`src/sv/m4vt_pkg.sv`:
```
// ----------------------------------------------------------------------------
// m4vt_pkg
// shared types, constants and register reset values for the 4x4 transform
// ----------------------------------------------------------------------------
package m4vt_pkg;

  localparam int unsigned NumRows  = 4;
  localparam int unsigned NumCols  = 4;
  localparam int unsigned DataW    = 32;
  localparam int unsigned FracW    = 16;
  localparam int unsigned ProdW    = 2 * DataW;
  localparam int unsigned PairW    = ProdW + 1;
  localparam int unsigned SumW     = ProdW + 2;
  localparam int unsigned ShW      = SumW - FracW;
  localparam int unsigned CfgW     = 64;
  localparam int unsigned NumCfg   = 8;
  localparam int unsigned CfgSelW  = 3;
  localparam int unsigned CfgIdxW  = 4;
  localparam int unsigned ModeW    = 2;

  localparam logic [ModeW-1:0] ModeHomog = 2'd0;
  localparam logic [ModeW-1:0] ModePoint = 2'd1;
  localparam int unsigned      ModeDirBit = 1;

  typedef logic signed [DataW-1:0] q16_t;

  localparam q16_t OneQ16 = 32'sh0001_0000;
  localparam q16_t MaxQ16 = 32'sh7fff_ffff;
  localparam q16_t MinQ16 = 32'sh8000_0000;

  typedef struct packed {
    logic valid;
    logic dir;
  } lane_ctrl_t;

  // identity matrix after reset
  function automatic logic [CfgW-1:0] cfg_reset_val(input logic [CfgSelW-1:0] sel);
    logic [CfgW-1:0] val;
    case (sel)
      3'd0:    val = 64'h0000_0000_0001_0000;
      3'd2:    val = 64'h0001_0000_0000_0000;
      3'd5:    val = 64'h0000_0000_0001_0000;
      3'd7:    val = 64'h0001_0000_0000_0000;
      default: val = '0;
    endcase
    return val;
  endfunction

endpackage

```
`src/sv/m4vt_merge.sv`:
```
// ----------------------------------------------------------------------------
// m4vt_merge
// combines the row lanes into one result and registers the result ports
// ----------------------------------------------------------------------------
module m4vt_merge import m4vt_pkg::*; (
  input  logic                 clk_i,
  input  logic                 rst_ni,
  input  lane_ctrl_t           ctrl_i,
  input  q16_t [NumRows-1:0]   res_i,
  input  logic [NumRows-1:0]   sat_i,
  output logic                 done_o,
  output q16_t                 x_out_o,
  output q16_t                 y_out_o,
  output q16_t                 z_out_o,
  output q16_t                 w_out_o,
  output logic                 saturated_o
);

  logic done_q;
  q16_t x_q, y_q, z_q, w_q;
  logic sat_q;

  always_ff @(posedge clk_i or negedge rst_ni) begin
    if (!rst_ni) begin
      done_q <= 1'b0;
    end else begin
      done_q <= ctrl_i.valid;
    end
  end

  // direction mode drops row 3 from both the result and the flag
  always_ff @(posedge clk_i) begin
    if (ctrl_i.valid) begin
      x_q   <= res_i[0];
      y_q   <= res_i[1];
      z_q   <= res_i[2];
      w_q   <= ctrl_i.dir ? '0 : res_i[3];
      sat_q <= (|sat_i[2:0]) | (~ctrl_i.dir & sat_i[3]);
    end
  end

  assign done_o      = done_q;
  assign x_out_o     = x_q;
  assign y_out_o     = y_q;
  assign z_out_o     = z_q;
  assign w_out_o     = w_q;
  assign saturated_o = sat_q;

`ifndef NO_ASSERTIONS
  a_merge_dir_w: assert property (@(posedge clk_i) disable iff (!rst_ni)
    (ctrl_i.valid && ctrl_i.dir) |=> (done_o && w_out_o == '0))
    else $error("direction transaction without zero w");

  a_merge_sat: assert property (@(posedge clk_i) disable iff (!rst_ni)
    (done_o && saturated_o) |->
      (x_out_o == MaxQ16 || x_out_o == MinQ16 || y_out_o == MaxQ16 ||
       y_out_o == MinQ16 || z_out_o == MaxQ16 || z_out_o == MinQ16 ||
       w_out_o == MaxQ16 || w_out_o == MinQ16))
    else $error("saturation flag with no clipped component");
`endif

endmodule

```
`config.mk`:
```
export PLATFORM = sky130hd
export DESIGN_NAME = m4vt_merge
export DESIGN_NICKNAME = d
export VERILOG_FILES = /design/src/sv/m4vt_pkg.sv /design/src/sv/m4vt_merge.sv
export SDC_FILE = /design/constraint.sdc
export NUM_CORES = 1
export LEC_CHECK = 0
export BUFFER_PORTS_ARGS = -buffer_cell sky130_fd_sc_hd__clkbuf_2
export CAP_MARGIN = 20
export CORE_MARGIN = 2
export CORE_UTILIZATION = 42
export DETAILED_ROUTE_END_ITERATION = 12
export PLACE_DENSITY = 0.82
export SETUP_SLACK_MARGIN = 0.3
export SKIP_LAST_GASP = 1
export SYNTH_ARGS = -nofsm -noshare
export SYNTH_HDL_FRONTEND = slang
export SYNTH_SLANG_ARGS = --single-unit
```
`constraint.sdc`:
```
create_clock -name clk_i -period 0.8 [get_ports clk_i]
set_input_delay 0.08 -clock clk_i [delete_from_list [all_inputs] [get_ports clk_i]]
set_output_delay 0.08 -clock clk_i [all_outputs]
set_load 0.05 [all_outputs]
```
* Yosys cells after proc, flatten, opt, wreduce, memory -nomap -nowiden
Index checks and enable logic that the tools add are counted.
Word-level totals: register bits 130, input port bits 136, output and inout bits 130, word-level logic and storage cells 10
Cells by class: bitwise logic cells 3, reduce and logical (&&, ||, !) cells 1
Operators by type and width (number):
- $reduce_or 3->1 | 1
- $and 1x1->1 | 1
- $not 1->1 | 1
- $or 1x1->1 | 1

* Logic depth before layout (Yosys ltp)
depth after elaboration 3, depth in mapped cells 2, mapped depth without buffers 2

* Least setup slack after synthesis
No wires, ideal clock.
path type register to output, from register sat_q (netlist: saturated_o), to output port saturated_o, data arrival time 0.601 ns, required time 0.720 ns, path slack 0.119 ns, stages on the path, launching flop included 1, buffers on the path 0, cell sequence edfxtp_1
RTL lines:
- start, declared | line m4vt_merge.sv:21 | logic sat_q;
- start signal, assigned | line m4vt_merge.sv:38 | sat_q <= (|sat_i[2:0]) | (~ctrl_i.dir & sat_i[3]);
- end, declared | line m4vt_merge.sv:16 | output logic saturated_o
No word-level cell between the ends.

* Worst setup path after layout
from register y_q[13] (netlist: y_out_o[13]), to output port y_out_o[13]
RTL lines:
- start, declared | line m4vt_merge.sv:20 | q16_t x_q, y_q, z_q, w_q;
- start signal, assigned | line m4vt_merge.sv:35 | y_q <= res_i[1];
- end, declared | line m4vt_merge.sv:13 | output q16_t y_out_o,
No word-level cell between the ends.

==> reports/metrics.cfg <==
[route]
drc_errors=0
first_pass_iters=6
drtIter0Drc=102
antenna_left=0
wire_per_inst_um=21.35
routed_wl_um=15010
dr_total_vias=3295
vias_per_cell=4.687

[synthesis]
synth_area_um2=4135
synth-seq-cells=130
ys_types=7
synth_top_flop_cell=edfxtp_1
yosys.area.top_type=edfxtp_1
synth_area_leaders=edfxtp_1 94%, nor2b_1 4.8%, dfrtp_1 0.61%, buf_4 0.54%, nor3_1 0.12%
syn_nets=304
synth_top_area_share_pct=93.68
syn_inst=168
synth_edf_count=129
synth.avg_cell_area_um2=24.61
synthMostInstantiatedCell=edfxtp_1
ys_top_cells_by_count=129 x edfxtp_1, 32 x nor2b_1, 3 x buf_4
yosys_warnings=0
ys_seq_area_share_pct=94.28
async_flop_share_pct=0.7692

[worst_hold_path]
hold_class=input pin to register

[setup_path]
path_cells=buf_8
slowest_delay_ps=460
start_kind=register
crit_family=flip-flops
critical_path_cell_count=1
crit_type=register to output pin
cp_max_fo=1
path_buf_inv=1
required_ps=720
arrival_ps=1150
cp-startpoint=y_out_o[13]
critPathCapture=y_out_o[13]
crit_path_end_kind=output pin
cp_slowest_cell=edfxtp_1

[global_routing]
grt_pass1_vias=3504
grt_pass1_wl_um=18900
grt_max_degree=49
antenna_found_initial=4
grt-ovfl-total=0
grt.total_usage_pct=25.77

[sta]
tightest_slew_ps=279.4
final_max_slew_viol_count=0
max_freq_ghz=0.8113
post-route-period-util_pct=154.1
timing.final.ws_setup_ps=-432.6
min_period_ps=1233
finalHoldViolCount=34
whs_ps=-139.7
rsz0062_at_grt=yes
setup_viol=130
slew_headroom_pct=81.37

[final_layout]
finish.utilization_pct=87.93
synthToLayoutAreaGrowth_pct=105.9
nNetsFinal=689
drive_above_1_share_pct=53.89

[job]
drv_cap=0

[clock_tree]
cts_sinks=130
cts_made_buffers=17
postCtsHoldBufs=97
clk_pin_slew_ps=60
tritoncts=done
clockBufferDepth=2
htree_levels=4
cts-root-buf=clkbuf_8

[pwr]
seqPwrFrac_pct=40.6
clockPowerShare_pct=38.3
peakVddDrop_uv=1670
p_int_mw=15.00
p_sw_mw=5.797
sw_frac_of_total_pct=27.88
power_leakage_nw=3.626
powerDensity_nw_per_um2=2442
p_comb_share_pct=21.1

[run_status]
status=finished, violations left
violations=negative hold slack, negative setup slack

[floorplanning]
start_util_pct=42.70
rows=36
io_pins=266
die_h_um=103.2
core_um2=9684
dieArea_um2=10660
die_x_um=103.2

[placed_design]
io_buffers=265
place_congestion=0.7225
hpwlAfterDp_um=6867

## sequential cells by signal, indices dropped and copies added, names as in the netlist
signal	flops
w_out_o	32
x_out_o	32
done_o	1
saturated_o	1
z_out_o	32
y_out_o	32
## worst min-delay path by stage
stage / startpoint / to / slack (ps) / cells past startpoint
2_1_floorplan: rst_ni / done_o / -220 / 0
6_report: sat_i[2] / saturated_o / -140 / 3
5_1_grt: res_i[107] / w_out_o[11] / -150 / 2
3_5_place_dp: rst_ni / done_o / -140 / 1
3_3_place_gp: rst_ni / done_o / -140 / 1
4_1_cts: sat_i[1] / saturated_o / -160 / 3
## cell usage in the layout, fill, tap and decap left out, types with 2 or more instances in the layout
cell type and instances:
nor2b_1 32, buf_12 3, edfxtp_1 129, dlygate4sd3_1 95, clkbuf_8 66, buf_4 5, dlymetal6s4s_1 2, clkinv_4 4
buf_8 65, clkinv_2 5, diode_2 4, clkbuf_16 16, bufinv_16 4, buf_2 2, clkbuf_2 132
## cell families after synthesis
family | Yosys count | share of synthesized area (%)
simple gates | 33 | 4.962
compound gates | 1 | 0.1209
flops | 130 | 94.28
buf+inv | 4 | 0.6353
## tightest hold or removal path, cell delays in order
cell and delay, ps:
clkbuf_2 90, nor3_2 30, o21ai_1 50
## layer usage
layer	routed length (µm)	track usage [%]	share of wire [%]
met3	1196	9.073	8.0
met1	4854	25.14	32
met2	8315	46.15	55
met5	0	0	0
met4	645	16.40	4.3
## power groups by stage
stage / registers [mW] / clock network [mW] / logic [mW]
2_1_floorplan: 10.3 / 0 / 0.0814
3_3_place_gp: 8.36 / 0 / 2.94
3_5_place_dp: 8.38 / 0 / 2.97
4_1_cts: 8.33 / 7.92 / 4.14
5_1_grt: 8.49 / 8.35 / 4.50
6_report: 8.45 / 7.96 / 4.38
## through the flow
stage | setup WS, ps | power (mW) | area [µm²] | instances | setup TNS [ps]
after floorplan | 119.4 | 10.34 | 4141 | 168 | 0
after global placement | -53.75 | 11.29 | 5704 | 570 | -4507
final | -432.6 | 20.79 | 8516 | 703 | -47650
after detailed placement | -76.79 | 11.35 | 5704 | 570 | -6059
after global routing | -472.6 | 21.34 | 8516 | 703 | -53140
after CTS | -420.9 | 20.40 | 8419 | 699 | -49220
## repair_timing
action                     CTS  global route
resized for setup          260            69
hold endpoints to repair   133            36
pin swaps                    0             0
setup endpoints to repair  130           132
setup buffers                0             0
## cell type report
type	count	area, µm²
well taps	133	166.4
inverters	1	3.754
clock inverters	15	191.4
fillers	383	1169
clock buffers	17	414.1
multi-input cells	34	215.2
diodes	4	10.01
repair buffers	369	3615
flip-flops and latches	130	3900
Power figures use the tool's default switching activity.
