**config.mk**
```make
export PLATFORM = sky130hd
export DESIGN_NAME = m4vt_cfg
export DESIGN_NICKNAME = d
export VERILOG_FILES = /design/src/sv/m4vt_pkg.sv /design/src/sv/m4vt_cfg.sv
export SDC_FILE = /design/constraint.sdc
export NUM_CORES = 1
export LEC_CHECK = 0
export BUFFER_PORTS_ARGS = -buffer_cell sky130_fd_sc_hd__buf_2
export CORE_AREA = 3 3 224 226
export CTS_CLUSTER_SIZE = 12
export DETAILED_ROUTE_END_ITERATION = 8
export DIE_AREA = 0 0 227 229
export PLACE_DENSITY = 0.65
export SETUP_SLACK_MARGIN = 0.5
export SLEW_MARGIN = 20
export SYNTH_ARGS = -nofsm -noshare
export SYNTH_HDL_FRONTEND = slang
export SYNTH_SLANG_ARGS = --single-unit
```
**constraint.sdc**
```tcl
create_clock -name clk_i -period 0.8 [get_ports clk_i]
set_input_delay 0.08 -clock clk_i [delete_from_list [all_inputs] [get_ports clk_i]]
set_output_delay 0.08 -clock clk_i [all_outputs]
set_load 0.02 [all_outputs]
```
**src/sv/m4vt_pkg.sv**
```systemverilog
// ----------------------------------------------------------------------------
// m4vt_pkg
// shared types, constants and register reset values for the 4x4 transform
// ----------------------------------------------------------------------------
package m4vt_pkg;

  localparam int unsigned NumRows  = 4;
  localparam int unsigned NumCols  = 4;
  localparam int unsigned DataW    = 32;
  localparam int unsigned FracW    = 16;
  localparam int unsigned ProdW    = 2 * DataW;
  localparam int unsigned PairW    = ProdW + 1;
  localparam int unsigned SumW     = ProdW + 2;
  localparam int unsigned ShW      = SumW - FracW;
  localparam int unsigned CfgW     = 64;
  localparam int unsigned NumCfg   = 8;
  localparam int unsigned CfgSelW  = 3;
  localparam int unsigned CfgIdxW  = 4;
  localparam int unsigned ModeW    = 2;

  localparam logic [ModeW-1:0] ModeHomog = 2'd0;
  localparam logic [ModeW-1:0] ModePoint = 2'd1;
  localparam int unsigned      ModeDirBit = 1;

  typedef logic signed [DataW-1:0] q16_t;

  localparam q16_t OneQ16 = 32'sh0001_0000;
  localparam q16_t MaxQ16 = 32'sh7fff_ffff;
  localparam q16_t MinQ16 = 32'sh8000_0000;

  typedef struct packed {
    logic valid;
    logic dir;
  } lane_ctrl_t;

  // identity matrix after reset
  function automatic logic [CfgW-1:0] cfg_reset_val(input logic [CfgSelW-1:0] sel);
    logic [CfgW-1:0] val;
    case (sel)
      3'd0:    val = 64'h0000_0000_0001_0000;
      3'd2:    val = 64'h0001_0000_0000_0000;
      3'd5:    val = 64'h0000_0000_0001_0000;
      3'd7:    val = 64'h0001_0000_0000_0000;
      default: val = '0;
    endcase
    return val;
  endfunction

endpackage

```
**src/sv/m4vt_cfg.sv**
```systemverilog
// ----------------------------------------------------------------------------
// m4vt_cfg
// matrix register file, two Q16.16 entries per 64-bit register
// ----------------------------------------------------------------------------
module m4vt_cfg import m4vt_pkg::*; (
  input  logic                              clk_i,
  input  logic                              rst_ni,
  input  logic                              cfg_we_i,
  input  logic [CfgIdxW-1:0]                cfg_idx_i,
  input  logic [CfgW-1:0]                   cfg_wdata_i,
  output q16_t [NumRows-1:0][NumCols-1:0]   matrix_o
);

  logic [CfgW-1:0] cfg_q [NumCfg];
  logic            wr_hit;

  assign wr_hit = cfg_we_i && (cfg_idx_i < CfgIdxW'(NumCfg));

  always_ff @(posedge clk_i or negedge rst_ni) begin
    if (!rst_ni) begin
      for (int i = 0; i < NumCfg; i++) begin
        cfg_q[i] <= cfg_reset_val(CfgSelW'(i));
      end
    end else if (wr_hit) begin
      cfg_q[cfg_idx_i[CfgSelW-1:0]] <= cfg_wdata_i;
    end
  end

  // even column in the low word, odd column in the high word
  always_comb begin
    for (int r = 0; r < NumRows; r++) begin
      for (int c = 0; c < NumCols; c++) begin
        matrix_o[r][c] = cfg_q[r * 2 + c / 2][(c % 2) * DataW +: DataW];
      end
    end
  end

endmodule

```
Word-level counts from Yosys, hierarchy flattened
Cells that the tools add are included.

word-level totals
  input bits = 71
  output and inout bits = 512
  word-level logic and storage cells = 17
  register bits after elaboration = 512

operators by class
  muxes and demuxes = 3
  reductions and logical operators = 2
  bitwise gates (word level) = 1
  magnitude comparators = 3

operator list
  operator                                                                       count
  512-bit bitwise mux                                                            1
  64-bit demux with 3-bit select                                                 1
  64-bit two-way mux                                                             1
  4-bit >= comparator (second input constant)                                    1
  4-bit by 1-bit less-than comparator with 1-bit output (second input constant)  1
  4-bit less-than comparator (second input constant)                             1
  3-bit inverter with 4-bit output                                               1
  1-bit logical AND                                                              2

Longest topological paths before layout
Gate-level depths: netlist of the first run.

  depth after elaboration = 6
  mapped depth = 5
  depth with buffers taken out = 3

Worst setup path before layout of the first run
OpenSTA, ideal clock, no wires.

  path kind = input to register
  start point = input port cfg_idx_i[3]
  end point = register cfg_q (netlist bit matrix_o[320])
  slack = -445 ps
  arrival = 1120 ps
  cell stages on the path = 5
  data required time = 675 ps
  path through = nor3b_4 > and3_1 > buf_6 > buf_12 > mux2_4

between the ends
  longest elaborated chain between the ends = 2

ends and longest elaborated chain
  what                            RTL line        text
  start: declaration              m4vt_cfg.sv:9   input logic [CfgIdxW-1:0] cfg_idx_i,
  4-bit less-than comparator      m4vt_cfg.sv:17  assign wr_hit = cfg_we_i && (cfg_idx_i < CfgIdxW'(NumCfg));
  1-bit logical AND               m4vt_cfg.sv:17
  end signal: indexed assignment  m4vt_cfg.sv:22  cfg_q[i] <= cfg_reset_val(CfgSelW'(i));
  end signal: indexed assignment  m4vt_cfg.sv:25  cfg_q[cfg_idx_i[CfgSelW-1:0]] <= cfg_wdata_i;
  end: declaration                m4vt_cfg.sv:14  logic [CfgW-1:0] cfg_q [NumCfg];

No other way between the ends.
A chain may end at the register's enable or synchronous reset.

Worst setup path in the final report of the first run
  start point = register cfg_q (netlist bit matrix_o[253])
  end point = output port matrix_o[253] in the netlist's numbering

RTL lines
  what              RTL line        text
  end: declaration  m4vt_cfg.sv:11  output q16_t [NumRows-1:0][NumCols-1:0] matrix_o

No word-level cell between the ends.

==> impl_metrics.ini, run 1 <==
[job]
drv_cap = 0

[power_and_ir_drop]
p_leak_nw = 16.5
peakVddDrop_v = 0.00221
switchingPower_mw = 32.0
seq_power_share_pct = 37.0
intPower_mw = 69.5
total_power_mw = 101
switching_share_pct = 31.6
clkPwrFrac_pct = 23.6
power_per_cell_area_nw_per_um2 = 3040
pwr-share-comb_pct = 39.4

[clocking]
cts-root-buf = clkbuf_16
clock_path_buffers = 3
numCtsBuffers = 53
cts_tree = yes
insertion_delay_ps = 580
clock-sinks = 512
clk_pin_slew_ps = 70
cts_max_level = 2

[final_layout]
largest_reg_flops = 512
antenna_cells = 0
nets = 2162
drive_gt1_share_pct = 80.2
area_growth_pct = 66.8
fill_cells = 2988
mostFrequentLayoutCell = buf_6
final_cell_mix = 649 x buf_6, 393 x dfrtp_1, 367 x mux2_4

[sta]
slew_viol_final = 0
min_period_over_period_pct = 166
fin_ws_ps = -530
maxSlewHeadroom_pct = 70.4
min_period_ps = 1330
finClkSkew_ps = 0
hold_viol_final = 1024
worst_pin_slew_ps = 444
timing.hold.ws_ps = -420
max_freq_mhz = 752
rsz0062_at_grt = true
finalSetupViolations = 926

[floorplan]
pin_count = 583
dieWidth_um = 227
coreArea_sq_um = 48500
initial_core_util_pct = 41.3
die_y_um = 229
die_area_sq_um = 52000
rows = 81

[yosys]
ys_warn_count = 0
synth.distinct_cells = 19
synth-xor-area-share_pct = 0
syn_avg_cell_area_sq_um = 18.4
synth_top_family_by_area = multiplexers
synthMuxAreaShare_pct = 32.1
synth-simple-area-share_pct = 0.581
syn_inst = 1090
netlist_area_sq_um = 20000
syn_nets = 1161
synth_adder_area_share_pct = 0
ys_seq_area_share_pct = 63.9
synth-compound-area-share_pct = 0
synth_seq_cells = 512

[route]
ant_nets = 0
drc = 0
dr.pass1.iters = 4
wirelength_um = 72300
wl_per_cell_um = 26.2
via_count = 13751
via_per_inst = 4.99
drt_iter0_markers = 575

[hold_path]
hp-class = in -> async

[setup_path]
cp.required_ps = 720
cp-end-kind = primary output
crit_fanout = 2
worstSetupPathType = reg -> out
start_kind = register
cp.arrival_ps = 1250

[grt]
grt_pass1_vias = 14454
antenna_found_initial = 0
grt_overflow = 0
grt_usage_pct = 23.4
grt_pass1_wl_um = 93200
grt_max_degree = 74

[place]
place.gp.congestion = 0.788
dp_hpwl_um = 39800
io_buffer_count = 582

[outcome]
violations = hold timing, setup timing
outcome = finished with violations
## power by group through the flow
| stage | clock, mW | sequential, mW | combinational (mW) |
|---|---|---|---|
| floorplan | 0 | 43.3 | 7.95 |
| global placement | 0 | 35.8 | 25.3 |
| detailed placement | 0 | 35.9 | 25.7 |
| CTS | 24.3 | 36.5 | 34.9 |
| global route | 25.5 | 38.1 | 41.5 |
| finish | 23.9 | 37.6 | 40.0 |
## critical path, stage by stage (launching register included)
cell,delay [ps]
dfrtp_1,410
buf_6,130
buf_6,120
## timing repair
action                                  in CTS  in global routing
endpoints found under the setup margin    1024               1024
pin swaps                                    0                  6
endpoints found under the hold margin     1024               1024
buffers inserted                           199                117
resized for setup                          810                408
gates cloned                                 0                 26
## routing by layer
layer  routed length [um]  track usage, %  up-vias
met3                 4310            5.06      152
li1                     -               -     5848
met4                 3080            9.71        0
met1                27300            28.6     7238
met2                37500            40.1      513
met5                    0               0        -
## cells in the mapped netlist
cell	n	area share, %
nor2_1	1	0.019
nor3b_2	2	0.12
nor2_4	1	0.056
buf_6	34	1.9
nand2_2	1	0.031
mux2_1	5	0.28
nand3b_1	2	0.075
nand2_1	1	0.019
mux2_4	180	13
buf_12	12	1.2
dfstp_2	4	0.52
buf_2	6	0.15
buf_4	2	0.075
nor3b_4	1	0.094
and3_1	1	0.031
nand3b_4	1	0.10
dfrtp_1	508	63
nand2b_1	1	0.031
mux2_2	327	18
## area by class of cell
class / instances / area (sq um) / area share (%)
Clock buffer: 91 / 1610 / 4.82
Clock inverter: 8 / 51.3 / 0.153
Multi-Input combinational cell: 524 / 7290 / 21.8
Sequential cell: 512 / 13000 / 38.8
Tap cell: 622 / 778 / 2.33
Timing Repair Buffer: 1000 / 10700 / 32.1
## stage by stage
step / worst slack [ps] / std cells / setup TNS, ps / area (sq um) / utilization (%)
after global routing: -574 / 2757 / -288920 / 33400 / 68.9
after floorplan: -444 / 1090 / -181100 / 21000 / -
after CTS: -566 / 2614 / -260950 / 30600 / 63.1
after detailed placement: -806 / 2316 / -339680 / 24900 / 51.4
final: -530 / 2757 / -260150 / 33400 / 68.9
after global placement: -773 / 2316 / -329590 / 24900 / 51.4
## logic make-up (layout without fill, tap and decap cells)
logic type	count (synthesis)	in the layout
muxes	512	512
and+or+nand+nor	12	12
buffers and inverters	54	1099
DFF	512	512
## worst paths after layout
path / startpoint / endpoint / slack, ps / depth (start not counted)
worst max-delay path: matrix_o[253] / matrix_o[253] / -530 / 2
worst min-delay path: rst_ni / matrix_o[379] / -420 / 2
worst max register to register: matrix_o[377] / matrix_o[377] / -270 / 3
worst min register to register: matrix_o[273] / matrix_o[273] / 530 / 1
max in group asynchronous: rst_ni / matrix_o[86] / 750 / 2
min in group clk_i: cfg_wdata_i[19] / matrix_o[275] / -140 / 2
No activity file was read; power rests on OpenSTA's default activity.
==> run 2, diff against run 1 <==
--- a/config.mk
+++ b/config.mk
@@ -6,11 +6,13 @@
 export NUM_CORES = 1
 export LEC_CHECK = 0
 export BUFFER_PORTS_ARGS = -buffer_cell sky130_fd_sc_hd__buf_2
-export CORE_AREA = 3 3 224 226
+export CELL_PAD_IN_SITES_DETAIL_PLACEMENT = 1
+export CELL_PAD_IN_SITES_GLOBAL_PLACEMENT = 1
+export CORE_MARGIN = 3
+export CORE_UTILIZATION = 39
 export CTS_CLUSTER_SIZE = 12
 export DETAILED_ROUTE_END_ITERATION = 8
-export DIE_AREA = 0 0 227 229
-export PLACE_DENSITY = 0.65
+export PLACE_DENSITY = 0.74
 export SETUP_SLACK_MARGIN = 0.5
 export SLEW_MARGIN = 20
 export SYNTH_ARGS = -nofsm -noshare
==> run 2 against run 1 <==
Effect of this change:
- the flow still finishes with violations (hold timing, setup timing)
- largest cell class unchanged
- non-clock buffer count is 136 higher
- routed wire length is 39% higher
- utilization is 0.79 points lower
- maximum frequency is 3.1% lower
- setup slack worse by 42 ps
- global-route usage is 7.3 points higher
- flip-flop and latch count stayed put
- register-to-register slack worse by 50 ps
- critical endpoint is now matrix_o[248]
- clock skew stayed put
- critical path depth stayed put
- final cell count is 7.1% higher
==> impl_metrics.ini, run 2 (synthesis gave the netlist of run 1 again) <==
[outcome]
outcome = finished with violations
violations = hold timing, setup timing

[clocking]
cts_tree = yes
cts_max_level = 2
insertion_delay_ps = 590
clock_path_buffers = 3
numCtsBuffers = 57
clock-sinks = 512
clk_pin_slew_ps = 70
cts-root-buf = clkbuf_16

[sta]
worst_pin_slew_ps = 511
slew_viol_final = 0
fin_ws_ps = -572
min_period_over_period_pct = 172
finClkSkew_ps = 0
hold_viol_final = 1001
finalSetupViolations = 1000
min_period_ps = 1370
max_freq_mhz = 729
maxSlewHeadroom_pct = 65.9
rsz0062_at_grt = true
timing.hold.ws_ps = -695

[grt]
grt_overflow = 0
antenna_found_initial = 1
busiest_layer = met2
grt_use_met2_pct = 54.3
met3_usage_pct = 6.56
use_met1_pct = 33.9
grt_max_degree = 61
grt_usage_pct = 30.7
grt_pass1_vias = 16786
grt_pass1_wl_um = 122000

[route]
ant_nets = 0
via_count = 15480
drt_iter0_markers = 845
wl_per_cell_um = 34.0
dr.pass1.iters = 5
via_per_inst = 5.24
wirelength_um = 100000
drc = 0

[floorplan]
dieWidth_um = 233
coreArea_sq_um = 50500
initial_core_util_pct = 39.7
die_area_sq_um = 54100
rows = 82
pin_count = 583
die_y_um = 233

[final_layout]
area_growth_pct = 71.4
largest_reg_flops = 512
drive_gt1_share_pct = 81.7
nets = 2302
fin_util_pct = 68.1
mostFrequentLayoutCell = buf_6
final_cell_mix = 595 x buf_6, 420 x buf_4, 391 x dfrtp_1

[setup_path]
slowest_delay_ps = 430
worstSetupPathType = reg -> out
path_delay_family = flip-flops
cp_common_cell = buf_6
cp-end-kind = primary output
start_kind = register
cp.arrival_ps = 1290
path_cells = buf_6 -> buf_6
crit_fanout = 2
crit_buf_inv = 2
cpMaxStageDelayCell = dfrtp_1
cp.required_ps = 720

[place]
io_buffer_count = 582
place.gp.congestion = 0.797
dp_hpwl_um = 44800

[power_and_ir_drop]
power_per_cell_area_nw_per_um2 = 3240
p_leak_nw = 17.1
total_power_mw = 111
peakVddDrop_v = 0.00226

[job]
drv_cap = 0

[hold_path]
hp-class = in -> async
==> run 2: cell types whose count changed in the layout (fill, tap and decap cells not counted), moves of 2 or more <==
| cell | previous run | this run |
|---|---|---|
| buf_8 | 9 | 2 |
| clkbuf_1 | 26 | 23 |
| buf_6 | 649 | 595 |
| clkbuf_8 | 10 | 12 |
| inv_6 | 2 | 4 |
| bufinv_16 | 0 | 4 |
| dfrtp_1 | 393 | 391 |
| buf_4 | 215 | 420 |
| clkbuf_16 | 74 | 68 |
| buf_12 | 38 | 40 |
| dfrtp_2 | 115 | 117 |
==> run 2: path summary, 6_finish.rpt <==
| path | slack, ps | startpoint | to | depth (start not counted) |
|---|---|---|---|---|
| worst max-delay path | -570 | matrix_o[248] | matrix_o[248] | 2 |
| worst min-delay path | -700 | rst_ni | matrix_o[81] | 1 |
| worst max register to register | -320 | matrix_o[462] | matrix_o[462] | 3 |
| worst min register to register | 530 | matrix_o[279] | matrix_o[279] | 1 |
| max in group asynchronous | 800 | rst_ni | matrix_o[269] | 2 |
| min in group clk_i | -150 | cfg_wdata_i[39] | matrix_o[423] | 2 |
==> run 2: area by class of cell <==
cell class,count,area [sq um]
Antenna cell,1,2.50
Clock buffer,94,1730
Clock inverter,14,185
Fill cell,4392,16100
Multi-Input combinational cell,524,7290
Sequential cell,512,13000
Tap cell,672,841
Timing Repair Buffer,1136,11300
==> run 2: routing by layer <==
metal / wire (um) / share of wire, %
met5: 0 / 0
met1: 36000 / 36
met4: 6530 / 6.5
met2: 52500 / 52
met3: 5430 / 5.4
==> run 2: power by group <==
part	internal (mW)	leakage (nW)	switching [mW]
registers	32.3	6.14	6.39
clock network	16.0	0.939	12.1
logic	25.1	10.1	19.5
==> run 2: metrics by stage <==
| stage | cell area, sq um | worst slack, ps | TNS, ps | instances |
|---|---|---|---|---|
| after floorplan | 21000 | -444 | -181100 | 1090 |
| after global placement | 25200 | -765 | -342560 | 2386 |
| after detailed placement | 25200 | -787 | -352210 | 2386 |
| after CTS | 32000 | -579 | -272140 | 2742 |
| after global routing | 34400 | -603 | -326770 | 2953 |
| final | 34400 | -572 | -300720 | 2953 |
==> run 2: worst reg2reg max path, cell delays in order (launching register included) <==
cell	delay (ps)
dfrtp_1	450
buf_4	170
buf_4	120
mux2_4	270
==> run 2: repair_timing <==
action	CTS	global route
pin swaps	0	5
endpoints found under the setup margin	1024	1024
buffers inserted	248	198
resized for setup	967	170
endpoints found under the hold margin	1024	1024
cloned	0	12
